### config.mk
export PLATFORM = sky130hd
export DESIGN_NAME = dls_ram
export DESIGN_NICKNAME = d
export VERILOG_FILES = /design/src/hw/rtl/dls_ram.sv
export SDC_FILE = /design/constraint.sdc
export NUM_CORES = 1
export LEC_CHECK = 0
export ABC_AREA = 1
export CORE_MARGIN = 2
export CORE_UTILIZATION = 55
export DETAILED_ROUTE_END_ITERATION = 6
export DONT_BUFFER_PORTS = 1
export PLACE_DENSITY = 0.7
export REMOVE_ABC_BUFFERS = 1
export SYNTH_ARGS = -nofsm -noshare
export SYNTH_HDL_FRONTEND = slang
export SYNTH_SLANG_ARGS = --single-unit
### constraint.sdc
create_clock -name clk -period 3.2 [get_ports clk]
set_clock_uncertainty 0.15 [all_clocks]
set_input_delay 0.16 -clock clk [delete_from_list [all_inputs] [get_ports clk]]
set_output_delay 0.16 -clock clk [all_outputs]
set_load 0.01 [all_outputs]
### src/hw/rtl/dls_ram.sv
// Generic simple dual-port RAM with registered read.
`timescale 1ns / 1ps

module dls_ram #(
  parameter int  WIDTH = 16,
  parameter int  DEPTH = 64,
  localparam int AW    = (DEPTH > 1) ? $clog2(DEPTH) : 1
) (
  input  logic             clk,
  input  logic             we,
  input  logic [AW-1:0]    waddr,
  input  logic [WIDTH-1:0] wdata,
  input  logic [AW-1:0]    raddr,
  output logic [WIDTH-1:0] rdata
);

  logic [WIDTH-1:0] mem [DEPTH];

  always_ff @(posedge clk) begin
    if (we) mem[waddr] <= wdata;
    rdata <= mem[raddr];
  end

endmodule

# == Yosys cells after proc, flatten, opt, wreduce, memory -nomap -nowiden ==
# Memory sizes are Yosys's and may differ from the RTL's. A register that Yosys moved wholly into a read port is not among the register bits.
# Index checks and enable logic that the tools add are counted.
# word_totals
register_bits,0
latch_bits,0
ramBits,1024
mem_bits_ro,0
input_bits,30
output_inout_bits,16
word_cells,3
n_memories,1
# memory_table
memory,depth,word_bits,rd,rd_clocked_by_memory_dff,write_ports,line,text
mem,64,16,1,1,1,17,logic [WIDTH-1:0] mem [DEPTH];
# classes
add_sub_neg,0
n_mul,0
div,0
n_lt_le_gt_ge,0
eq_ne,0
n_shift,0
n_mux,2
bitwise,0
reduce_logical,0
# op_table
op,n
1-bit 2-to-1 mux,2

# == Logic depth before layout (Yosys ltp) ==
# depth
ltp_word,2
ltp_mapped,12
mapped_depth_nobuf,9

# == Worst setup path before layout ==
# Ideal clock, no wire load.
# synth_timing
path_kind,in2reg
startpoint,in we
endpoint,"mem mem[48][0], enable pin"
setup_ns,0.431
arrival_ns,2.284
t_required_ns,2.619
slack_ns,0.336
path_stages,3
path_buffers,1
cell_sequence,clkbuf_1 nand4_1 nor4_1
# synth_via
elab_chain_len,2
# synth_lines
element,line,text
"start, declared",10,"input logic we,"
1-bit 2-to-1 mux,20,if (we) mem[waddr] <= wdata;
1-bit 2-to-1 mux (not written as such),20,
"end, declared",17,
# No other way between the ends.

==> flow_summary_export.csv <==
group,metric,value,unit
status,outcome,"finished, violations left",
status,violations,"slew limit, setup timing",
synthesis,synth_edf_count,1024,
finish,finalCoreUtilization,62.34,%
global_routing,grt_pass1_vias,26170,
clock_tree,cts_htree_levels,3,
synthesis,synthTopCellsByCount,"nand2_1 (1296), edfxtp_1 (1024), nand3_1 (871)",
synthesis,syn_area,42100,um2
clock_tree,cts_buffer_depth,3,
clock_tree,cts_root_buffer,"clkbuf_16",
routing,drt_iter0_drc,3674,
floorplan,row_count,101,
pwr,p_per_area,608.4,nW/um2
finish,layout-drive-gt1-share,7.724,%
clock_tree,clkSinkCount,1040,
clock_tree,post-cts-setup-buffer-count,0,
timing,fin_crit,3293,ps
timing,grt_setup_unrepaired,"no",
setup_path,worstPathRequired,3620,ps
setup_path,path_class,"in2reg",
synthesis,yosys_warnings,0,
synthesis,synth-simple-area-share,22.66,%
pwr,power_frac_comb,5.8,%
pwr,clockPowerShare,41.5,%
synthesis,synth_compound_area_share,0,%
floorplan,start_util,55.52,%
routing,drc,0,
synthesis,syn_area_per_cell,11.97,um2
timing,hold_ws,36.86,ps
floorplan,die_w,280.7,um
synthesis,yosys.area.top_type,"edfxtp_1",
min_path,hp-class,"in2reg",
setup_path,arrival,3710,ps
synthesis,ys_seq_elements,1040,
timing,max_freq,303.7,MHz
floorplan,core,75820,um2
synthesis,synth_flop_cell,"edfxtp_1",
pwr,p_int,22.41,mW
finish,layout.nets,3605,
synthesis,synth_top_family_by_area,"simple AND/OR/NAND/NOR gates",
synthesis,synth_cells,3517,
pwr,seqPwrFrac,52.7,%
global_routing,track_usage,28.71,%
routing,num_vias,27590,
pwr,power_leakage,17.05,nW
pwr,ir_drop,0.4690,mV
floorplan,die_h,280.7,um
finish,fillCellCount,5692,
place,routabilityCongestion,0.8345,
place,dp_cells,4376,
global_routing,grt_max_degree,511,
setup_path,cp-start-kind,"primary input",
routing,wire_per_inst,24.17,um
timing,hold_viol_final,0,
clock_tree,cts_buffers,104,
synthesis,ys_types,16,
global_routing,grt_pass1_wl,165.9,mm
synthesis,synthMuxAreaShare,0,%
place,preCtsSetupSlack,845.5,ps
synthesis,netlist_top_cells_area,"edfxtp_1 (73%), nand2_1 (12%), nand3_1 (10%)",
synthesis,synth_xor_area_share,0,%
setup_path,crit_fanout,252,
timing,relSlewSlack,-22.01,%
clock_tree,insertion_delay,690,ps
timing,setup_viol,2,
routing,first_pass_iters,6,
routing,routed_wl,112.3,mm
synthesis,synth_most_common_cell,"nand2_1",
global_routing,overflow,0,
timing,worst_slack,-92.93,ps
synthesis,synthArstFlopShare,0,%
setup_path,worstSetupEndpointType,"flip-flop",
synthesis,yosysTopAreaCellShare,73.04,%
finish,final_cells,4645,
global_routing,antenna_found_initial,2,
finish,area_growth,12.27,%
timing,worstMarginPinSlew,1830,ps
pwr,p_sw,6.344,mW
timing,period_share,102.9,%
pwr,p_sw_share,22.06,%
clock_tree,clk_pin_slew,60,ps
clock_tree,tritoncts,"built",
routing,ant_nets,0,
place,io_buffers,0,
synthesis,synth_fa_ha_area_share,0,%
place,dp_hpwl,56.04,mm
synthesis,synth-seq-area-share,73.80,%
routing,via_per_inst,5.941,
floorplan,dieArea,78770,um2
timing,slew_viol_final,177,
flow_run,maxCapViolCount,0,
floorplan,io_pins,46,
==> path summary, 6_finish.rpt <==
kind / from / cells past startpoint / slack, ps / to
worst max-delay path: raddr[1] / 12 / -90 / rdata[9]
worst min-delay path: raddr[0] / 8 / 40 / rdata[7]
worst max register to register: mem[51][9] / 11 / 120 / rdata[9]
worst min register to register: mem[0][3] / 8 / 660 / rdata[3]
==> routing by layer <==
metal  GRT usage [%]  part of all wire [%]
met4           11.67                   3.8
met1           39.36                    39
met2           45.43                    47
met3           5.703                    10
met5               0                 0.019
==> flip-flops by register name, indices dropped and copies added, names as in the netlist <==
register  cells
mem        1024
rdata        16
==> repair_timing <==
action,in CTS,in global routing
resized for setup,0,1
setup endpoints to repair,0,1
hold buffers,71,0
hold endpoints to repair,1178,0
==> per-stage QoR <==
| stage | area (um2) | setup TNS [ps] | power (mW) |
|---|---|---|---|
| after floorplan | 40660 | 0 | 16.16 |
| after global placement | 42880 | 0 | 16.58 |
| after detailed placement | 42880 | 0 | 16.61 |
| after CTS | 47250 | 0 | 28.78 |
| after global routing | 47260 | 0 | 29.49 |
| final | 47270 | -182.8 | 28.76 |
==> layout by cell type (no fill, tap or decap) <==
cell,n
nand2_1,1296
edfxtp_1,1024
nand3_1,871
clkbuf_16,107
buf_4,96
nor2_1,56
dlygate4sd3_1,52
clkinv_1,29
clkinv_2,24
clkbuf_1,20
buf_16,18
dfxtp_1,16
buf_12,11
nand4_1,9
bufinv_16,9
inv_1,8
nor4_2,8
diode_2,3
inv_16,2
clkinv_8,2
clkinvlp_4,2
inv_4,1
inv_2,1
clkinv_16,1
inv_6,1
==> final cells by class <==
type	instances	area, um2	area share (%)
Clock buffer	127	2753	5.824
Inverter	12	76.32	0.1615
Sequential cell	1040	31070	65.73
Tap cell	978	1224	2.589
Timing Repair Buffer	177	1957	4.140
Multi-Input combinational cell	2240	9590	20.29
Clock inverter	68	589.3	1.247
Antenna cell	3	7.507	0.01588
==> cell families after synthesis <==
| group | count (synthesis) |
|---|---|
| buffers and inverters | 237 |
| DFF | 1040 |
| and+or+nand+nor | 2240 |
==> critical path: stages <==
cell	delay, ps
clkinv_8	480
buf_12	300
nand3_1	120
nand3_1	120
nand2_1	70
nand2_1	90
nand3_1	80
dlygate4sd3_1	600
nand3_1	100
dlygate4sd3_1	580
nand2_1	60
dlygate4sd3_1	560
==> power by group through the flow <==
| stage | clock network, mW | logic, mW | registers (mW) |
|---|---|---|---|
| 2_1_floorplan | 0 | 0.753 | 15.4 |
| 3_3_place_gp | 0 | 1.14 | 15.4 |
| 3_5_place_dp | 0 | 1.16 | 15.4 |
| 4_1_cts | 12.0 | 1.62 | 15.2 |
| 5_1_grt | 12.6 | 1.77 | 15.2 |
| 6_report | 11.9 | 1.66 | 15.2 |
No activity file was read; power rests on OpenSTA's default activity.
