**src/hw/rtl/dls_pkg.sv**
```systemverilog
// Shared types, constants and the sigmoid table for the dense sigmoid layer.
`timescale 1ns / 1ps

package dls_pkg;

  localparam int MAX_INPUTS_DEF  = 256;
  localparam int MAX_OUTPUTS_DEF = 64;

  localparam logic [1:0] REQ_WEIGHT = 2'd0;
  localparam logic [1:0] REQ_BIAS   = 2'd1;
  localparam logic [1:0] REQ_ACT    = 2'd2;

  localparam logic REG_INPUTS  = 1'b0;
  localparam logic REG_OUTPUTS = 1'b1;

  localparam logic [8:0] INPUTS_RESET  = 9'd256;
  localparam logic [6:0] OUTPUTS_RESET = 7'd64;

  localparam logic [12:0] ONE_Q12      = 13'd4096;
  localparam logic [63:0] EXP_STEP_Q32 = 64'd4034748383;

  typedef struct packed {
    logic [1:0]         req_type;
    logic [5:0]         neuron;
    logic [7:0]         position;
    logic signed [15:0] value;
    logic               final_req;
  } req_t;

  typedef struct packed {
    logic [5:0]  out_index;
    logic [12:0] activation;
    logic        out_last;
  } result_t;

  typedef struct packed {
    logic       valid;
    logic       first;
    logic       last_in;
    logic       last_out;
    logic [5:0] neuron;
  } issue_t;

  typedef enum logic [1:0] {
    ST_IDLE,
    ST_ISSUE,
    ST_DRAIN
  } run_state_t;

  typedef logic [255:0][12:0] sig_table_t;

  // e^(-k/16) by repeated rounded products, then 4096 / (1 + e^(-k/16)) rounded,
  // the quotient by shift-and-subtract.
  function automatic sig_table_t build_sig_table();
    sig_table_t   t;
    logic [12:0]  s [129];
    logic [127:0] p;
    logic [127:0] prod;
    logic [63:0]  d;
    logic [63:0]  num;
    logic [63:0]  rem;
    logic [63:0]  q;
    p = 128'd1 << 32;
    for (int k = 0; k <= 128; k++) begin
      d   = (64'd1 << 32) + p[63:0];
      num = (64'd1 << 44) + (d >> 1);
      rem = '0;
      q   = '0;
      for (int b = 63; b >= 0; b--) begin
        rem = {rem[62:0], num[b]};
        if (rem >= d) begin
          rem  = rem - d;
          q[b] = 1'b1;
        end
      end
      s[k] = q[12:0];
      prod = p * {64'd0, EXP_STEP_Q32} + (128'd1 << 31);
      p    = prod >> 32;
    end
    for (int k = 0; k < 256; k++) begin
      if (k >= 128) t[k] = s[k - 128];
      else          t[k] = ONE_Q12 - s[128 - k];
    end
    return t;
  endfunction

  localparam sig_table_t SIG_TABLE = build_sig_table();

endpackage

```
**src/hw/rtl/dls_mac.sv**
```systemverilog
// Multiply-accumulate pipeline, sigmoid lookup and result register.
`timescale 1ns / 1ps

module dls_mac import dls_pkg::*; (
  input  logic        clk,
  input  logic        rst,
  input  issue_t      tag,
  input  logic [15:0] w_rdata,
  input  logic [15:0] a_rdata,
  input  logic [15:0] b_rdata,
  output logic        result_valid,
  output result_t     result
);

  localparam logic signed [47:0] ACC_MAX = {1'b0, {47{1'b1}}};
  localparam logic signed [47:0] ACC_MIN = {1'b1, {47{1'b0}}};

  issue_t             tag_d1, tag_d2, tag_d3;
  logic signed [31:0] prod;
  logic signed [15:0] bias_q;
  logic signed [47:0] acc;
  logic signed [47:0] acc_base;
  logic signed [48:0] sum;
  logic signed [47:0] acc_next;
  logic               in_range;
  logic [7:0]         tbl_idx;
  logic [12:0]        act;

  always_comb begin
    acc_base = tag_d2.first ? (48'(bias_q) <<< 12) : acc;
    sum      = {acc_base[47], acc_base} + 49'(prod);
    if (sum[48] != sum[47]) acc_next = sum[48] ? ACC_MIN : ACC_MAX;
    else                    acc_next = sum[47:0];
  end

  // z = acc >> 12 fits 16 bits when acc[47:27] is a pure sign extension
  assign in_range = (&acc[47:27]) || !(|acc[47:27]);
  assign tbl_idx  = {~acc[27], acc[26:20]};

  always_comb begin
    if (in_range)    act = SIG_TABLE[tbl_idx];
    else if (acc[47]) act = '0;
    else             act = ONE_Q12;
  end

  always_ff @(posedge clk) begin
    if (rst) begin
      tag_d1.valid <= 1'b0;
      tag_d2.valid <= 1'b0;
      tag_d3.valid <= 1'b0;
      result_valid <= 1'b0;
    end else begin
      tag_d1       <= tag;
      tag_d2       <= tag_d1;
      tag_d3       <= tag_d2;
      result_valid <= tag_d3.valid && tag_d3.last_in;
    end
    prod   <= $signed(w_rdata) * $signed(a_rdata);
    bias_q <= $signed(b_rdata);
    if (tag_d2.valid) acc <= acc_next;
    result.out_index  <= tag_d3.neuron;
    result.activation <= act;
    result.out_last   <= tag_d3.last_out;
  end

endmodule

```
**config.mk**
```make
export PLATFORM = sky130hd
export DESIGN_NAME = dls_mac
export DESIGN_NICKNAME = d
export VERILOG_FILES = /design/src/hw/rtl/dls_pkg.sv /design/src/hw/rtl/dls_mac.sv
export SDC_FILE = /design/constraint.sdc
export NUM_CORES = 1
export LEC_CHECK = 0
export BUFFER_PORTS_ARGS = -buffer_cell sky130_fd_sc_hd__buf_4
export CAP_MARGIN = 20
export CORE_ASPECT_RATIO = 0.8
export CORE_MARGIN = 2
export CORE_UTILIZATION = 55
export CTS_CLUSTER_DIAMETER = 30
export DETAILED_ROUTE_END_ITERATION = 10
export PLACE_DENSITY = 0.7
export SLEW_MARGIN = 20
export SYNTH_ARGS = -nofsm -noshare
export SYNTH_HDL_FRONTEND = slang
export SYNTH_SLANG_ARGS = --single-unit
```
**constraint.sdc**
```tcl
create_clock -name clk -period 10.55 [get_ports clk]
set_input_delay 1.055 -clock clk [delete_from_list [all_inputs] [get_ports clk]]
set_output_delay 1.055 -clock clk [all_outputs]
set_load 0.03 [all_outputs]
```
* After elaboration in Yosys (flattened, before gate mapping)
Memories as Yosys holds them, arrays and structs flattened.
Cells that the tools add are included.
** Operators by class
- $add $sub $neg :: 1
- Multiply operators :: 1
- Div/mod/pow operators :: 0
- $lt $le $gt $ge :: 1
- Equality and inequality tests :: 1
- Shift operators :: 0
- Multiplexer cells :: 6
- Bitwise gates (word level) :: 1
- Reduce and logical (&&, ||, !) cells :: 5
** Operators with widths (count)
- $mux W48 :: 3
- $add A48 B32 Y49 :: 1
- $mux W13 :: 3
- $mul A16 B16 Y32 :: 1
- $reduce_and A21 Y1 :: 1
- $reduce_or A21 Y1 :: 1
- $lt A8 B9 Y1 const B :: 1
- $logic_and A1 B1 Y1 :: 1
- $logic_not A1 Y1 :: 1
- $logic_or A1 B1 Y1 :: 1
- $ne A1 B1 Y1 :: 1
- $not A1 Y1 :: 1
** Word-level totals
- Flip-flop bits (word level) :: 146
- Latch bits :: 0
- Bits in writable memories :: 0
- Memory bits (read-only) :: 3328
- Input port bits :: 60
- Word-level logic and storage cells :: 38
- Memories :: 1
** Memories
- (no name shown) :: depth 256, bits a word 13, read ports 1, clocked after Yosys merged registers in 0, wr ports 0, line dls_mac.sv:41 : if (in_range) act = SIG_TABLE[tbl_idx];

* Depth between registers and ports, before layout
Gate-level depths: netlist of run 1.
- Word-level depth :: 4
- Depth in mapped cells :: 25
- Depth with buffers taken out :: 24

* Worst setup path before layout of run 1
OpenSTA, ideal clock, no wires.
- Path kind :: input to register
- Start :: in w_rdata[15]
- End :: reg prod[27]
- Arrival time :: 6.401 ns
- Data required time :: 10.423 ns
- Path slack :: 4.022 ns
- Stages :: 21
- Path through :: clkbuf_1 nand2_1 inv_1 fa_1 inv_1 fa_1 fa_1 fa_1 fa_1 fa_1 inv_1 ha_1 and4_1 nand2_1 nor2_1 a211oi_1 a31o_2 a21oi_1 a21oi_1 o21ai_0 xor2_1
** Between the ends
- Longest elaborated chain between the ends :: 1
** Ends and longest elaborated chain
- from (decl) :: line dls_mac.sv:8 : input logic [15:0] w_rdata,
- $mul A16 B16 Y32 :: line dls_mac.sv:58 : prod <= $signed(w_rdata) * $signed(a_rdata);
- to (signal assigned) :: line dls_mac.sv:58
- to (decl) :: line dls_mac.sv:19 : logic signed [31:0] prod;
No other way between the ends.
A chain may end at the register's enable or synchronous reset.

* Worst setup path after layout of run 1
- Start :: in a_rdata[4]
- End :: reg prod[30]
** Between the ends
- Longest elaborated chain between the ends :: 1
** Ends and longest elaborated chain
- from (decl) :: line dls_mac.sv:9 : input logic [15:0] a_rdata,
- $mul A16 B16 Y32 :: line dls_mac.sv:58
No other way between the ends.

==> results.yml, run 1 <==
finish:
  stdcell_area_um2: 21200
  regArea_um2: 3660
  area_delta_synth_final_pct: 7.12
  num_antenna_cells: 0
  final_layout_size_suffix_gt1_share_pct: 6.99
  final_core_util_pct: 59.4
  multi_input_area_um2: 14300
  layout.nets: 2727
  fill_cells: 3184
cts:
  post-cts-setup-buffers: 0
  cts_max_level: 4
  insertion_delay_ps: 450
  cts_tree: "yes"
  numCtsBuffers: 17
  clock_path_buffers: 2
  postCtsResizedCells: 0
  ctsHoldBuffers: 0
  clockRootBuffer: "clkbuf_16"
  clock_sinks: 146
  clkSlewWorstSetupHoldPaths_ps: 60
yosys:
  synth_top_area_share_pct: 26.6
  synth_edf_count: 74
  synth_area_um2: 19800
  synth.area.top_cells: "fa_1 (27%), edfxtp_1 (11%), ha_1 (9.0%)"
  synth_commonest_cells: "inv_1 (356), fa_1 (263), nand2_1 (242)"
  syn_nets: 2737
  synthCells: 2272
  avgSynthCellArea_um2: 8.71
  seq_area_frac_synth_pct: 18.5
  synth_top_area_cell: "fa_1"
  synth_seq_cells: 146
  async_reset_ff_share_pct: 0
  yosysMostFrequentCell: "inv_1"
  synth_cell_types: 82
  synth_warnings: 0
  ys_dominant_reg_cell: "edfxtp_1"
global_route:
  grt_pass1_vias: 16700
  top_usage_layer: "met2"
  grt-ovfl-total: 0
  groute.usage.overall_pct: 29.4
  antenna_found_initial: 0
  grt_util_met1_pct: 43.1
  grt_max_degree: 79
  gr-usage-met2_pct: 44.8
  grt_first_pass_wirelength_um: 87900
  met3_usage_pct: 4.98
die:
  core_area_um2: 35700
  row_count: 62
  die_w_um: 216
  start_util_pct: 55.5
  io_pins: 81
  die_h_um: 174
  dieArea_um2: 37500
drt:
  drt_iter0_markers: 1866
  drc_errors: 0
  wire_per_inst_um: 19.1
  vias: 16300
  vias_per_cell: 5.92
  first_pass_iters: 6
  antenna_left: 0
  routed_wl_um: 52700
setup_path:
  cp_max_fo: 16
  worst-endpoint-required_ps: 10880
  cpMostUsedCell: "fa_1"
  cp.arrival_ps: 6930
  critPathLaunchType: "primary input"
  end_kind: "flop"
  r2r_cells: 13
  slowest_delay_ps: 640
  path_cells: "buf_4 > and2_1 > fa_1 > inv_1 > fa_1 > fa_1 > inv_1 > fa_1 > fa_1 > inv_1 > fa_1 > inv_1 > ha_1 > a21oi_1 > or4b_2 > o211ai_1 > a21oi_1 > nor3_1 > o31ai_1 > xnor2_1"
  path_class: "primary input to flop"
  crit_slowest_cell: "or4b_2"
placed_design:
  hpwl_um: 39600
  dpl_cell_area_um2: 20600
  io_buffers: 80
  place.gp.congestion: 0.978
sta:
  skew_ps: 7.37
  hold_violations: 0
  min_period_over_period_pct: 62.5
  fin_crit_ps: 6600
  fin_tns_setup_ps: 0
  rsz0062_at_grt: "no"
  maxSlewViolCount: 0
  max_slew_margin_pct: 26.3
  finalSetupViolations: 0
  worst_slew_pin_slew_ps: 1090
  max_freq_mhz: 152
status:
  status: "finished, final reports clean"
run:
  max_cap_violations: 0
min_path:
  hold_class: "flop to flop"
  min_path_cells: 0
placed cells by master (no fill, tap or decap), types with 48 or more instances in the layout:
cell type,count
nand2_1,242
o21ai_0,135
xnor2_1,48
a21o_1,50
dfxtp_1,71
ha_1,142
a21oi_1,156
nor2_1,84
inv_1,356
fa_1,263
buf_4,94
edfxtp_1,74
and2_1,122
logic make-up (layout without fill, tap and decap cells):
family	after synthesis	after routing	share of synthesized area, %
adder cells (fa/ha/maj)	409	409	35.8
flip-flops	146	146	18.5
XOR/XNOR	73	73	3.23
buffers and inverters	481	484	9.31
AND/OR/NAND/NOR	622	622	15.5
AO/OA/AOI/OAI	526	526	16.6
multiplexers	15	15	1.06
per-layer routing:
layer	vias up	part of all wire, %
li1	7515	-
met1	8000	45
met2	701	44
met3	93	7.9
met4	0	2.5
met5	-	0
registers in the layout, summed over array words and instances, names as in the netlist:
name	count
prod	32
tag_d1	10
acc	48
result_valid	1
bias_q	16
result	20
tag_d3	9
tag_d2	10
area by class of cell:
class | instances | share of cell area (%)
sequential | 146 | 17.3
inverter | 358 | 6.34
timing repair buffer | 94 | 3.33
tap | 480 | 2.83
multi-input combinational | 1645 | 67.4
clock inverter | 15 | 0.826
clock buffer | 17 | 2.01
critical path: cells and delay by family:
family	cells	cell delay, ps
and+or+nand+nor	3	1150
buffers and inverters	5	380
AOI/OAI and AO/OA	4	900
xor gates and xnor gates	1	130
adders and majority gates	7	3310
through the flow:
stage	setup WS (ps)	hold WS, ps	cells
global placement	3600	324	2723
CTS	3980	343	2755
finish	3950	343	2755
detailed placement	3510	328	2723
floorplan	4020	323	2272
global route	3540	345	2755
path summary, 6_finish.rpt:
kind	start	to	slack [ps]
setup / recovery	a_rdata[4]	prod[30]$_DFF_P_	3950
hold / removal	tag_d3[1]$_DFFE_PN_	result[15]$_DFF_P_	340
setup reg to reg	tag_d2[8]$_DFFE_PN_	acc[20]$_DFFE_PP_	5100
hold reg to reg	tag_d3[1]$_DFFE_PN_	result[15]$_DFF_P_	340
Power of run 1 is not shown: default switching activity piles up to over one toggle a cycle in this logic, so the estimate is an artifact.
==> inputs of run 2 (changes only) <==
--- a/config.mk
+++ b/config.mk
@@ -5,6 +5,7 @@
 export SDC_FILE = /design/constraint.sdc
 export NUM_CORES = 1
 export LEC_CHECK = 0
+export ABC_AREA = 1
 export BUFFER_PORTS_ARGS = -buffer_cell sky130_fd_sc_hd__buf_4
 export CAP_MARGIN = 20
 export CORE_ASPECT_RATIO = 0.8
@@ -12,7 +13,7 @@
 export CORE_UTILIZATION = 55
 export CTS_CLUSTER_DIAMETER = 30
 export DETAILED_ROUTE_END_ITERATION = 10
-export PLACE_DENSITY = 0.7
+export PLACE_DENSITY = 0.73
 export SLEW_MARGIN = 20
 export SYNTH_ARGS = -nofsm -noshare
 export SYNTH_HDL_FRONTEND = slang
==> constraint.sdc (replaced) <==
create_clock -name clk -period 5.7 [get_ports clk]
set_input_delay 0.57 -clock clk [delete_from_list [all_inputs] [get_ports clk]]
set_output_delay 0.57 -clock clk [all_outputs]
set_load 0.03 [all_outputs]
==> run 2 against run 1 <==
Setup slack lost 3600 ps. Clock-buffer cell count is the same. First-iteration DRC count grew 18%. Highest routed layer unchanged. Cell area grew 8.3%. Global-route usage grew 4.5 points. Critical path depth shrank 1. Utilization grew 2.1 points. Largest cell class unchanged. Clock skew grew 14 ps. Register-to-register slack lost 3700 ps. Final cell count grew 26%. Non-clock buffer count grew 70.
==> results.yml, run 2 <==
finish:
  regMostFlops: "acc"
  area_delta_synth_final_pct: 9.83
  num_antenna_cells: 0
  final_common_cell: "nand2_1"
  largest_reg_flops: 48
  layout.nets: 3433
  layout_common_cells: "nand2_1 (784), inv_1 (640), fa_1 (263)"
  biggestRegsByFlops: "acc: 48 flops, prod: 32 flops, result: 20 flops"
  final_layout_size_suffix_gt1_share_pct: 8.82
  final_core_util_pct: 61.5
  stdcell_area_um2: 22900
cts:
  cts_tree: "yes"
  cts_max_level: 4
  clock_sinks: 146
  post-cts-setup-buffers: 0
  clockRootBuffer: "clkbuf_16"
  numCtsBuffers: 17
  insertion_delay_ps: 460
  clock_path_buffers: 2
  clkSlewWorstSetupHoldPaths_ps: 70
drt:
  vias: 19300
  drt_iter0_markers: 2208
  wire_per_inst_um: 18.6
  routed_wl_um: 64600
  drc_errors: 0
  antenna_left: 0
  first_pass_iters: 9
  vias_per_cell: 5.57
sta:
  min_period_over_period_pct: 94.4
  hold_violations: 0
  rsz0062_at_grt: "no"
  worst_slew_pin_slew_ps: 905
  fin_crit_ps: 5380
  final.setup.worst_slack_ps: 321
  maxSlewViolCount: 0
  skew_ps: 21.5
  max_freq_mhz: 186
  finalSetupViolations: 0
  max_slew_margin_pct: 39.6
die:
  core_area_um2: 37300
  die_h_um: 178
  row_count: 63
  io_pins: 81
  die_w_um: 222
  dieArea_um2: 39600
  start_util_pct: 56.0
global_route:
  antenna_found_initial: 1
  grt_pass1_vias: 19300
  groute.usage.overall_pct: 33.9
  grt-ovfl-total: 0
  grt_max_degree: 50
  grt_first_pass_wirelength_um: 104000
min_path:
  hold_start: "b_rdata[11]"
  hold_class: "primary input to flop"
  whs_endpoint: "bias_q[11]$_DFF_P_"
  min_path_cells: 1
yosys:
  async_reset_ff_share_pct: 0
  synth_commonest_cells: "nand2_1 (784), inv_1 (640), fa_1 (263)"
  synth_cell_types: 49
  synth_warnings: 0
  synth_top_area_cell: "fa_1"
  synth.area.top_cells: "fa_1 (25%), nand2_1 (14%), inv_1 (11%)"
  synth_top_area_share_pct: 25.2
  synth_edf_count: 74
  synthCells: 2880
  avgSynthCellArea_um2: 7.25
  yosysMostFrequentCell: "nand2_1"
  ys_dominant_reg_cell: "edfxtp_1"
  synth_area_um2: 20900
  seq_area_frac_synth_pct: 17.5
  synth_seq_cells: 146
  syn_nets: 3345
setup_path:
  r2r-start: "tag_d2[8]$_DFFE_PN_"
  critPathLaunchType: "primary input"
  worstReg2RegEnd: "acc[28]$_DFFE_PP_"
  worst-endpoint-required_ps: 6080
  end_kind: "flop"
  cp_max_fo: 13
  path_class: "primary input to flop"
  cp-startpoint: "w_rdata[9]"
  cp.arrival_ps: 5760
  reg2reg_slack_ps: 1440
  r2r_cells: 17
run:
  max_cap_violations: 0
placed_design:
  place.gp.congestion: 0.970
  pre_cts_slack_ps: -91.1
  io_buffers: 80
  hpwl_um: 53100
  dpl_cell_area_um2: 22300
status:
  status: "finished, final reports clean"
run 2: stage by stage:
| stage | setup TNS (ps) | hold slack (ps) | instances |
|---|---|---|---|
| 2_1_floorplan | 0 | 323 | 2880 |
| 3_3_place_gp | -0.740 | 325 | 3436 |
| 3_5_place_dp | -352 | 331 | 3436 |
| 4_1_cts | 0 | 200 | 3468 |
| 5_1_grt | 0 | 199 | 3468 |
| 6_report | 0 | 212 | 3468 |
run 2: cell type report:
type | count | area (um^2)
Tap cell | 487 | 609
Clock buffer | 17 | 425
Inverter | 660 | 2480
Sequential cell | 146 | 3660
Timing Repair Buffer | 164 | 1230
Multi-Input combinational cell | 1979 | 14300
Fill cell | 3381 | 14300
Clock inverter | 15 | 191
run 2: cell families (layout without fill, tap and decap cells):
group                      after synthesis  count (layout)  share of synthesized area [%]
AOI/OAI and AO/OA                      317             317                           8.70
DFF                                    146             146                           17.5
buffers and inverters                  755             856                           13.8
and+or+nand+nor                       1182            1182                           23.0
adders and majority gates              405             405                           33.7
xor gates and xnor gates                67              67                           2.81
muxes                                    8               8                          0.431
run 2: repair_timing:
item / in CTS / in global routing
endpoints found under the setup margin: 0 / 1
gates resized for setup: 0 / 1
hold buffers: 0 / 0
run 2: worst max path at each step:
| stage | endpoint | slack (ps) |
|---|---|---|
| after floorplan | prod[19]$_DFF_P_ | 10 |
| after CTS | prod[29]$_DFF_P_ | 360 |
| after global placement | prod[29]$_DFF_P_ | -0.7 |
| final | prod[24]$_DFF_P_ | 320 |
| after detailed placement | prod[29]$_DFF_P_ | -90 |
| after global routing | prod[29]$_DFF_P_ | 70 |
run 2: routing by layer:
metal,track usage (%),routed length (um)
met1,49.6,29100
met2,50.8,27100
met3,7.15,6620
met4,9.60,1730
met5,0,0
run 2: worst max-delay path, stage by stage:
cell	delay (ps)
buf_4	210
buf_4	170
nand2_1	70
fa_1	550
inv_1	60
fa_1	580
fa_1	450
fa_1	470
fa_1	490
inv_1	50
fa_1	470
inv_1	40
ha_1	320
a21oi_1	270
o21ai_0	140
a31oi_1	260
nand3_1	230
a21oi_1	230
xnor2_1	140
Power of run 2 is left out for the same reason.
