[config.mk]
export PLATFORM = sky130hd
export DESIGN_NAME = dls_ctrl
export DESIGN_NICKNAME = d
export VERILOG_FILES = /design/src/hw/rtl/dls_pkg.sv /design/src/hw/rtl/dls_ctrl.sv
export SDC_FILE = /design/constraint.sdc
export NUM_CORES = 1
export LEC_CHECK = 0
export ABC_AREA = 1
export BUFFER_PORTS_ARGS = -buffer_cell sky130_fd_sc_hd__buf_2
export CORE_MARGIN = 3
export CORE_UTILIZATION = 46
export DETAILED_ROUTE_END_ITERATION = 8
export PLACE_DENSITY = 0.81
export SLEW_MARGIN = 5
export SYNTH_ARGS = -nofsm -noshare
export SYNTH_HDL_FRONTEND = slang
export SYNTH_SLANG_ARGS = --single-unit
[constraint.sdc]
create_clock -name clk -period 2.93 [get_ports clk]
set_input_delay 0 -clock clk [delete_from_list [all_inputs] [get_ports clk]]
set_output_delay 0 -clock clk [all_outputs]
set_load 0.02 [all_outputs]
[src/hw/rtl/dls_pkg.sv]
// Shared types, constants and the sigmoid table for the dense sigmoid layer.
`timescale 1ns / 1ps

package dls_pkg;

  localparam int MAX_INPUTS_DEF  = 256;
  localparam int MAX_OUTPUTS_DEF = 64;

  localparam logic [1:0] REQ_WEIGHT = 2'd0;
  localparam logic [1:0] REQ_BIAS   = 2'd1;
  localparam logic [1:0] REQ_ACT    = 2'd2;

  localparam logic REG_INPUTS  = 1'b0;
  localparam logic REG_OUTPUTS = 1'b1;

  localparam logic [8:0] INPUTS_RESET  = 9'd256;
  localparam logic [6:0] OUTPUTS_RESET = 7'd64;

  localparam logic [12:0] ONE_Q12      = 13'd4096;
  localparam logic [63:0] EXP_STEP_Q32 = 64'd4034748383;

  typedef struct packed {
    logic [1:0]         req_type;
    logic [5:0]         neuron;
    logic [7:0]         position;
    logic signed [15:0] value;
    logic               final_req;
  } req_t;

  typedef struct packed {
    logic [5:0]  out_index;
    logic [12:0] activation;
    logic        out_last;
  } result_t;

  typedef struct packed {
    logic       valid;
    logic       first;
    logic       last_in;
    logic       last_out;
    logic [5:0] neuron;
  } issue_t;

  typedef enum logic [1:0] {
    ST_IDLE,
    ST_ISSUE,
    ST_DRAIN
  } run_state_t;

  typedef logic [255:0][12:0] sig_table_t;

  // e^(-k/16) by repeated rounded products, then 4096 / (1 + e^(-k/16)) rounded,
  // the quotient by shift-and-subtract.
  function automatic sig_table_t build_sig_table();
    sig_table_t   t;
    logic [12:0]  s [129];
    logic [127:0] p;
    logic [127:0] prod;
    logic [63:0]  d;
    logic [63:0]  num;
    logic [63:0]  rem;
    logic [63:0]  q;
    p = 128'd1 << 32;
    for (int k = 0; k <= 128; k++) begin
      d   = (64'd1 << 32) + p[63:0];
      num = (64'd1 << 44) + (d >> 1);
      rem = '0;
      q   = '0;
      for (int b = 63; b >= 0; b--) begin
        rem = {rem[62:0], num[b]};
        if (rem >= d) begin
          rem  = rem - d;
          q[b] = 1'b1;
        end
      end
      s[k] = q[12:0];
      prod = p * {64'd0, EXP_STEP_Q32} + (128'd1 << 31);
      p    = prod >> 32;
    end
    for (int k = 0; k < 256; k++) begin
      if (k >= 128) t[k] = s[k - 128];
      else          t[k] = ONE_Q12 - s[128 - k];
    end
    return t;
  endfunction

  localparam sig_table_t SIG_TABLE = build_sig_table();

endpackage

[src/hw/rtl/dls_ctrl.sv]
// Load decode, run sequencer and address generation.
`timescale 1ns / 1ps

module dls_ctrl import dls_pkg::*; #(
  parameter int  MAX_INPUTS  = MAX_INPUTS_DEF,
  parameter int  MAX_OUTPUTS = MAX_OUTPUTS_DEF,
  localparam int IW = $clog2(MAX_INPUTS),
  localparam int NW = (MAX_OUTPUTS > 1) ? $clog2(MAX_OUTPUTS) : 1,
  localparam int WA = $clog2(MAX_INPUTS * MAX_OUTPUTS)
) (
  input  logic          clk,
  input  logic          rst,
  input  logic          start,
  input  req_t          req,
  output logic          busy,
  input  logic [8:0]    inputs_in_use,
  input  logic [6:0]    outputs_in_use,
  input  logic          run_done,
  output logic [15:0]   wdata,
  output logic          w_we,
  output logic [WA-1:0] w_waddr,
  output logic [WA-1:0] w_raddr,
  output logic          b_we,
  output logic [NW-1:0] b_waddr,
  output logic [NW-1:0] b_raddr,
  output logic          a_we,
  output logic [IW-1:0] a_waddr,
  output logic [IW-1:0] a_raddr,
  output issue_t        tag
);

  run_state_t    state, state_next;
  logic [IW-1:0] in_cnt, in_cnt_next;
  logic [NW-1:0] out_cnt, out_cnt_next;
  logic [WA-1:0] wbase, wbase_next;
  logic [IW-1:0] last_in, last_in_next;
  logic [NW-1:0] last_out, last_out_next;
  logic          accept;

  assign busy   = (state != ST_IDLE);
  assign accept = start && !busy;

  assign wdata   = req.value;
  assign w_we    = accept && (req.req_type == REQ_WEIGHT) &&
                   (int'(req.neuron) < MAX_OUTPUTS) && (int'(req.position) < MAX_INPUTS);
  assign w_waddr = WA'(int'(req.neuron) * MAX_INPUTS + int'(req.position));
  assign b_we    = accept && (req.req_type == REQ_BIAS) && (int'(req.neuron) < MAX_OUTPUTS);
  assign b_waddr = NW'(req.neuron);
  assign a_we    = accept && (req.req_type == REQ_ACT) && (int'(req.position) < MAX_INPUTS);
  assign a_waddr = IW'(req.position);

  assign w_raddr = wbase + WA'(in_cnt);
  assign a_raddr = in_cnt;
  assign b_raddr = out_cnt;

  assign tag.valid    = (state == ST_ISSUE);
  assign tag.first    = (in_cnt == '0);
  assign tag.last_in  = (in_cnt == last_in);
  assign tag.last_out = (out_cnt == last_out);
  assign tag.neuron   = 6'(out_cnt);

  always_ff @(posedge clk) begin
    if (rst) begin
      state <= ST_IDLE;
    end else begin
      state <= state_next;
    end
    in_cnt   <= in_cnt_next;
    out_cnt  <= out_cnt_next;
    wbase    <= wbase_next;
    last_in  <= last_in_next;
    last_out <= last_out_next;
  end

  always_comb begin
    int li;
    int lo;
    li = int'(inputs_in_use);
    if (li < 1) li = 1;
    if (li > MAX_INPUTS) li = MAX_INPUTS;
    lo = int'(outputs_in_use);
    if (lo < 1) lo = 1;
    if (lo > MAX_OUTPUTS) lo = MAX_OUTPUTS;
    state_next    = state;
    in_cnt_next   = in_cnt;
    out_cnt_next  = out_cnt;
    wbase_next    = wbase;
    last_in_next  = last_in;
    last_out_next = last_out;
    case (state)
      ST_IDLE: begin
        if (accept && (req.req_type == REQ_ACT) && req.final_req) begin
          state_next    = ST_ISSUE;
          in_cnt_next   = '0;
          out_cnt_next  = '0;
          wbase_next    = '0;
          last_in_next  = IW'(li - 1);
          last_out_next = NW'(lo - 1);
        end
      end
      ST_ISSUE: begin
        if (in_cnt == last_in) begin
          in_cnt_next  = '0;
          out_cnt_next = out_cnt + 1'b1;
          wbase_next   = wbase + WA'(MAX_INPUTS);
          if (out_cnt == last_out) state_next = ST_DRAIN;
        end else begin
          in_cnt_next = in_cnt + 1'b1;
        end
      end
      ST_DRAIN: begin
        if (run_done) state_next = ST_IDLE;
      end
      default: state_next = ST_IDLE;
    endcase
  end

endmodule

# Word level (Yosys, flattened, before mapping)

Cells that the tools add are included.

Magnitude comparators: 4
Equal/unequal tests: 10
Muxes and demuxes: 18
Reduce and logical (&&, ||, !) cells: 15
Add/subtract/negate cells: 7

Operators with widths:

| kind                                                 | number |
|---|---|
| adder 14 x 8 -> 14 bit                               | 2 |
| 2-to-1 mux 14 bit                                    | 2 |
| one-hot mux 14 bit (2 select lines)                  | 1 |
| 2-to-1 mux 8 bit                                     | 3 |
| 2-to-1 mux 6 bit                                     | 3 |
| one-hot mux 8 bit (2 select lines)                   | 1 |
| adder 14 x 9 -> 14 bit, second input constant        | 1 |
| one-hot mux 6 bit (2 select lines)                   | 1 |
| greater-than comparator 9 bit, second input constant | 1 |
| < comparator 9 x 1 -> 1 bit, second input constant   | 1 |
| 2-to-1 mux 9 bit                                     | 1 |
| adder 8 x 1 -> 8 bit, second input constant          | 1 |
| equality test 8 bit                                  | 1 |
| zero test 8 bit                                      | 1 |
| 2-to-1 mux 2 bit                                     | 4 |
| inequality test 2 bit, second input constant         | 4 |
| subtractor 8 x 1 -> 8 bit, second input constant     | 1 |
| greater-than comparator 7 bit, second input constant | 1 |
| < comparator 7 x 1 -> 1 bit, second input constant   | 1 |
| 2-to-1 mux 7 bit                                     | 1 |
| adder 6 x 1 -> 6 bit, second input constant          | 1 |
| equality test 6 bit                                  | 1 |
| one-hot mux 2 bit (3 select lines)                   | 1 |
| subtractor 6 x 2 -> 6 bit, second input constant     | 1 |
| 9 further kinds                                      | 18 |

Word-level logic and storage cells: 60
Register bits after elaboration: 44
Input port bits: 53
Output and inout bits: 86

# Depth between registers and ports, before layout

Gate-level depths: netlist (run 1).

Depth in word-level cells: 7
Depth in mapped cells: 11
Gate-level depth less buffers: 11

# Least setup slack after synthesis (run 1)

No wires, ideal clock.

Kind: flip-flop to flip-flop
Start: register state[1]
End: register out_cnt[0], in the netlist b_raddr[0] (enable)
Path slack: 0.834 ns
Path buffers: 0
Data arrival time: 1.712 ns
Cell stages (with the launch flop): 7
Clock period less this slack: 2.096 ns
Path through: dfxtp_1 inv_2 nand2_4 nor2_4 nand4_2 nand2_1 a21boi_1

Longest elaborated chain between the ends: 7
Elaborated cells on any way between the ends: 11
Those cells by class: eq/ne: 3; reduce/logical: 8

RTL lines:

| what                            | line           | text |
|---|---|---|
| start, declared                 | dls_ctrl.sv:32 | `run_state_t state, state_next;` |
| start signal, assigned          | dls_ctrl.sv:66 | `state <= state_next;` |
| nonzero test 2 bit              | dls_ctrl.sv:40 | `assign busy = (state != ST_IDLE);` |
| via busy                        | dls_ctrl.sv:15 | `output logic busy,` |
| zero test 1 bit                 | dls_ctrl.sv:41 | `assign accept = start && !busy;` |
| logical AND 1 bit               | dls_ctrl.sv:41 |  |
| logical AND 1 bit (2 in a row)  | dls_ctrl.sv:92 | `if (accept && (req.req_type == REQ_ACT) && req.final_req) begin` |
| inequality test 2 bit (no line) | -              |  |
| AND reduction 3 bit (no line)   | -              |  |
| end signal, assigned            | dls_ctrl.sv:69 | `out_cnt <= out_cnt_next;` |
| end, declared                   | dls_ctrl.sv:34 | `logic [NW-1:0] out_cnt, out_cnt_next;` |

The timed path passes the listed nets, and every way through them passes these cells.
A chain may end at the register's enable or synchronous reset.

# Worst setup path in the final report (run 1)

Start: register state[0]
End: register wbase[11] (enable)

Longest elaborated chain between the ends: 7
Elaborated cells on any way between the ends: 11
Those cells by class: eq/ne: 3; reduce/logical: 8

RTL lines:

| what                              | line           | text |
|---|---|---|
| nonzero test 2 bit                | dls_ctrl.sv:40 |  |
| zero test 1 bit                   | dls_ctrl.sv:41 |  |
| logical AND 1 bit                 | dls_ctrl.sv:41 |  |
| logical AND 1 bit (2 in a row)    | dls_ctrl.sv:92 |  |
| inequality test 2 bit (no line)   | -              |  |
| AND reduction 3 bit (no line) (*) | -              |  |
| end signal, assigned              | dls_ctrl.sv:70 | `wbase <= wbase_next;` |
| end, declared                     | dls_ctrl.sv:35 | `logic [WA-1:0] wbase, wbase_next;` |

Every way passes the cells marked *; elsewhere a longest branch is shown, timed or not.

==> flow_summary.yaml, run 1 <==
route:
  ant_nets: 0
  first_pass_iters: 4
  routedWlPerCell_um: 11.2
  drtIter0Drc: 112
  via_per_inst: 4.73
  drcViolationCount: 0
  num_vias: 1997
  wirelength_mm: 4.71
logic_synthesis:
  synth_area_leaders: "edfxtp_1 37%, buf_4 16%, nand2_1 10%"
  synth_cell_types: 33
  synth_top_area_share: 0.374
  syn_area_um2: 2730
  synth-edff-count: 34
  synth_ff_type: "edfxtp_1"
  ys_seq_area_frac: 0.388
  synth_nets: 394
  synth_seq_cells: 36
  syn_inst: 335
  async_flop_share: 0
  syn_avg_cell_area_um2: 8.16
  yosysWarnings: 0
  yosys.area.top_type: "edfxtp_1"
floorplanning:
  rows: 27
  core_um2: 5640
  initial_core_util: 0.484
  die-width_um: 83.1
  dieArea_um2: 6900
  io_pins: 139
  chipHeight_um: 83.1
timing:
  layout_min_cycle_time_ns: 1.93
  max_freq_ghz: 0.519
  maxSlewViolCount: 0
  relSlewSlack: 0.659
  fin_ws_ns: 1.00
  rsz0062_at_grt: "no"
  fin_tns_setup_ns: 0
  hold_viol: 0
  final.period_utilization: 0.658
  worst_pin_slew_ns: 0.511
  final.setup_skew_ns: 0.00532
  finalSetupViolCount: 0
global_route:
  grtUsageTotal: 0.141
  met1_usage: 0.179
  grt_busiest_layer: "met2"
  grt_pass1_vias: 1864
  grt_pass1_wl_mm: 8.14
  met3_usage: 0.0357
  met2_usage: 0.224
  grt_max_degree: 15
  grt_antenna_before_repair: 0
  grt_overflow_total: 0
cells_and_area:
  drive_above_1_share: 0.303
  diodes: 0
  fin_nets: 408
  final_common_cell: "nand2_1"
  layout_common_cells: "73 x nand2_1, 64 x buf_2, 36 x inv_1"
  design_area_um2: 2800
  synthToLayoutAreaGrowth_pct: 2.38
place:
  place_ws_ns: 0.988
  post_dp_cell_area_um2: 2710
  place_congestion: 0.820
  dp_hpwl_mm: 3.85
  port_buffers: 64
worst_setup_path:
  start_kind: "register"
  cp.required_ns: 2.91
  cp_max_fo: 12
  arrival_ns: 1.91
  endpoint_kind: "register"
  worstSetupPathType: "register to register"
power_and_ir_drop:
  finalPower_mw: 1.10
  power.leakage_nw: 1.38
  powerDensity_nw_per_um2: 394
  peakVddDrop_v: 0.000142
cts:
  insertion_delay_ns: 0.28
  htree_levels: 2
  cts_tree: "done"
  cts_buffers: 5
  clk_pin_slew_worst_paths_ns: 0.07
  clockBufferDepth: 2
  post-cts-setup-buffers: 0
  clock-root-buffer: "clkbuf_8"
  cts_num_sinks: 36
run:
  cap_violations: 0
run_status:
  status: "finished clean"
hold_path:
  min_path_type: "input pin to output pin"
-- where the power goes --
group          switching (mW)  internal, mW  leakage (nW)  total (mW)
Combinational           0.111        0.0664          1.01       0.178
Clock                   0.161         0.165        0.0399       0.326
Sequential             0.0161         0.583         0.332       0.599
-- routing by layer --
layer | up-vias | share of wire
met3 | 17 | 0.083
met5 | - | 0
met1 | 878 | 0.45
li1 | 1024 | -
met2 | 78 | 0.45
met4 | 0 | 0.016
-- sequential cells by signal, summed over array words and instances, names as in the netlist --
name      cells
state         2
wbase         6
last_in       8
b_raddr       6
last_out      6
a_raddr       8
-- per-stage QoR --
step,instances,utilization,hold slack (ns)
3_5_place_dp,413,0.480,0.000137
4_1_cts,422,0.496,0.000137
2_1_floorplan,335,-,0.0831
5_1_grt,422,0.496,0.0000324
3_3_place_gp,413,0.480,0.000137
6_report,422,0.496,0.00000885
-- cells by family (layout without fill, tap and decap cells) --
| logic type | Yosys count | in the layout | share of synthesized area |
|---|---|---|---|
| xor+xnor | 13 | 13 | 0.0417 |
| flops | 36 | 36 | 0.388 |
| buf+inv | 110 | 125 | 0.233 |
| simple gates | 147 | 147 | 0.260 |
| fa+ha+maj | 6 | 6 | 0.0275 |
| compound gates | 23 | 23 | 0.0504 |
-- cell type report --
type | count | area (um2)
Clock buffer | 7 | 76.3
Clock inverter | 1 | 3.75
Fill cell | 552 | 2840
Inverter | 51 | 193
Multi-Input combinational cell | 189 | 1040
Sequential cell | 36 | 1060
Tap cell | 72 | 90.1
Timing Repair Buffer | 66 | 338
-- Yosys cell counts, types with 2 or more instances --
library cell	number
nand2_1	73
buf_4	59
inv_1	36
edfxtp_1	34
nor2_1	32
inv_2	13
nand3_1	11
a21oi_1	8
nor3_1	8
o21ai_0	8
xnor2_1	7
ha_1	6
xor2_1	6
nand2_4	4
nor2_4	4
nand2_2	3
nor2_2	3
a21oi_2	2
dfxtp_1	2
nor3b_2	2
nor4_1	2
-- timing repair --
| action | 4_1_cts | 5_1_grt |
|---|---|---|
| hold buffers | 1 | 0 |
| resized for setup | 0 | 0 |
| endpoints found under the setup margin | 0 | 0 |
| endpoints found under the hold margin | 2 | 0 |
-- worst paths after layout --
check	from	end	slack, ns	cells after the start
hold / removal	req[12]	wdata[11]	0.000009	0
setup / recovery	state[0]$_SDFFE_PP0P_	wbase[11]$_SDFFCE_PN0P_	1.00	6
hold reg to reg	state[0]$_SDFFE_PP0P_	state[0]$_SDFFE_PP0P_	0.61	3
setup reg to reg	state[0]$_SDFFE_PP0P_	wbase[11]$_SDFFCE_PN0P_	1.00	6
-- worst max-delay path, stage by stage, from the launching register on --
cell	delay, ns
dfxtp_1	0.34
inv_2	0.09
nor2_4	0.27
inv_2	0.16
nand2_1	0.34
a21boi_1	0.22
buf_4	0.22
(Power assumes the default switching activity.)
==> inputs of run 2 (changes only) <==
==> constraint.sdc (replaced) <==
create_clock -name clk -period 1.85 [get_ports clk]
set_input_delay 0 -clock clk [delete_from_list [all_inputs] [get_ports clk]]
set_output_delay 0 -clock clk [all_outputs]
set_load 0.02 [all_outputs]
==> flow_summary.yaml, run 2 (same netlist as run 1, synthesis figures left out) <==
global_route:
  grt_pass1_wl_mm: 8.14
  grt_pass1_vias: 1756
  grt_antenna_before_repair: 0
  grtUsageTotal: 0.142
  grt_overflow_total: 0
  grt_max_degree: 15
route:
  wirelength_mm: 5.02
  num_vias: 1966
  routedWlPerCell_um: 11.7
  drcViolationCount: 0
  ant_nets: 0
  drtIter0Drc: 113
  first_pass_iters: 4
  via_per_inst: 4.57
timing:
  timing.hold.ws_ns: 0.0000113
  rsz0062_at_grt: "no"
  fin_tns_setup_ns: 0
  worst_pin_slew_ns: 0.355
  layout_min_cycle_time_ns: 1.66
  finalSetupViolCount: 0
  relSlewSlack: 0.763
  hold_viol: 0
  final.setup_skew_ns: 0.00805
  max_freq_ghz: 0.603
  maxSlewViolCount: 0
  final.period_utilization: 0.896
place:
  port_buffers: 64
  place_congestion: 0.853
  dp_hpwl_mm: 4.07
cells_and_area:
  synthToLayoutAreaGrowth_pct: 6.59
  drive_above_1_share: 0.330
  diodes: 0
  fillers: 549
  utilization: 0.516
  fin_nets: 416
  layout_common_cells: "73 x nand2_1, 64 x buf_2, 36 x inv_1"
  final_common_cell: "nand2_1"
run_status:
  status: "finished clean"
worst_setup_path:
  cp.required_ns: 1.85
  crit_slowest_cell: "edfxtp_1"
  start_kind: "register"
  crit_chain: "inv_1, nand2_1, nand2_1, nand2_1, nor2_2, nand2_4, a21boi_4, buf_12"
  cp-endpoint: "b_raddr[3]$_SDFFCE_PN0P_"
  crit_start: "a_raddr[6]$_SDFFCE_PP0P_"
  r2r-start: "a_raddr[6]$_SDFFCE_PP0P_"
  cpMostUsedCell: "nand2_1"
  endpoint_kind: "register"
  r2r_slack_ns: 0.19
  slowest_delay_ns: 0.48
  arrival_ns: 1.66
  worstSetupPathType: "register to register"
  cp_max_fo: 11
  rr_worst_depth: 8
  r2r_end: "b_raddr[3]$_SDFFCE_PN0P_"
cts:
  cts_tree: "done"
  clk_pin_slew_worst_paths_ns: 0.08
  ctsResizeCount: 0
  clock-root-buffer: "clkbuf_8"
  cts_num_sinks: 36
  clockBufferDepth: 2
  insertion_delay_ns: 0.28
  htree_levels: 2
  cts_buffers: 5
floorplanning:
  dieArea_um2: 6900
  chipHeight_um: 83.1
  io_pins: 139
  core_um2: 5640
  rows: 27
  initial_core_util: 0.484
  die-width_um: 83.1
power_and_ir_drop:
  power.leakage_nw: 1.44
  powerDensity_nw_per_um2: 659
  peakVddDrop_v: 0.000317
hold_path:
  min_path_cells: 0
  min_path_type: "input pin to output pin"
run:
  cap_violations: 0
[run 2: changes by cell type in the layout (fill, tap and decap cells not counted), sizes merged]
cell / before / now
clkbuf: 7 / 5
bufinv: 0 / 1
buf: 65 / 73
clkinvlp: 0 / 1
[run 2: what timing repair did]
item                                   CTS  global route
buffers inserted                         0             1
hold buffers                             1             0
setup endpoints to repair                0            12
endpoints found under the hold margin    2             0
[run 2: area by class of cell]
class,instances,area (um2),share of cell area
clock buffer,5,68.8,0.0236
sequential,36,1060,0.364
timing repair buffer,74,410,0.141
inverter,51,193,0.0662
tap,72,90.1,0.0309
multi-input combinational,189,1050,0.360
clock inverter,3,42.5,0.0146
[run 2: worst min-delay path by stage]
stage                 end  startpoint  slack, ns
3_5_place_dp     wdata[0]      req[1]     0.0001
2_1_floorplan        b_we     req[32]       0.08
5_1_grt        b_waddr[1]     req[26]    0.00004
4_1_cts          wdata[0]      req[1]     0.0001
3_3_place_gp     wdata[0]      req[1]     0.0001
6_report       w_waddr[0]     req[17]    0.00001
[run 2: through the flow]
stage / cells / total power [mW] / cell area (um2) / setup slack, ns
final: 430 / 1.92 / 2910 / 0.192
after global routing: 430 / 2.02 / 2910 / 0.0888
after CTS: 429 / 1.94 / 2890 / 0.111
after detailed placement: 420 / 1.26 / 2770 / 0.125
after global placement: 420 / 1.25 / 2770 / 0.186
after floorplan: 335 / 1.31 / 2740 / 0.119
[run 2: critical path: cells and delay by family (launching register included)]
| kind | cells | cell delay [ns] |
|---|---|---|
| AOI/OAI and AO/OA | 1 | 0.21 |
| buffers and inverters | 2 | 0.26 |
| DFF | 1 | 0.48 |
| and+or+nand+nor | 5 | 0.41 |
[run 2: power breakdown]
group | internal, mW | total [mW] | switching, mW
clock | 0.398 | 0.675 | 0.276
combinational | 0.118 | 0.301 | 0.183
sequential | 0.923 | 0.944 | 0.0215
[run 2: per-layer routing]
metal	track usage	wire, um	up-vias
met5	0	0	-
met4	0.0698	83	0
met3	0.0367	438	14
met2	0.227	2270	74
met1	0.179	2240	842
li1	-	-	1036
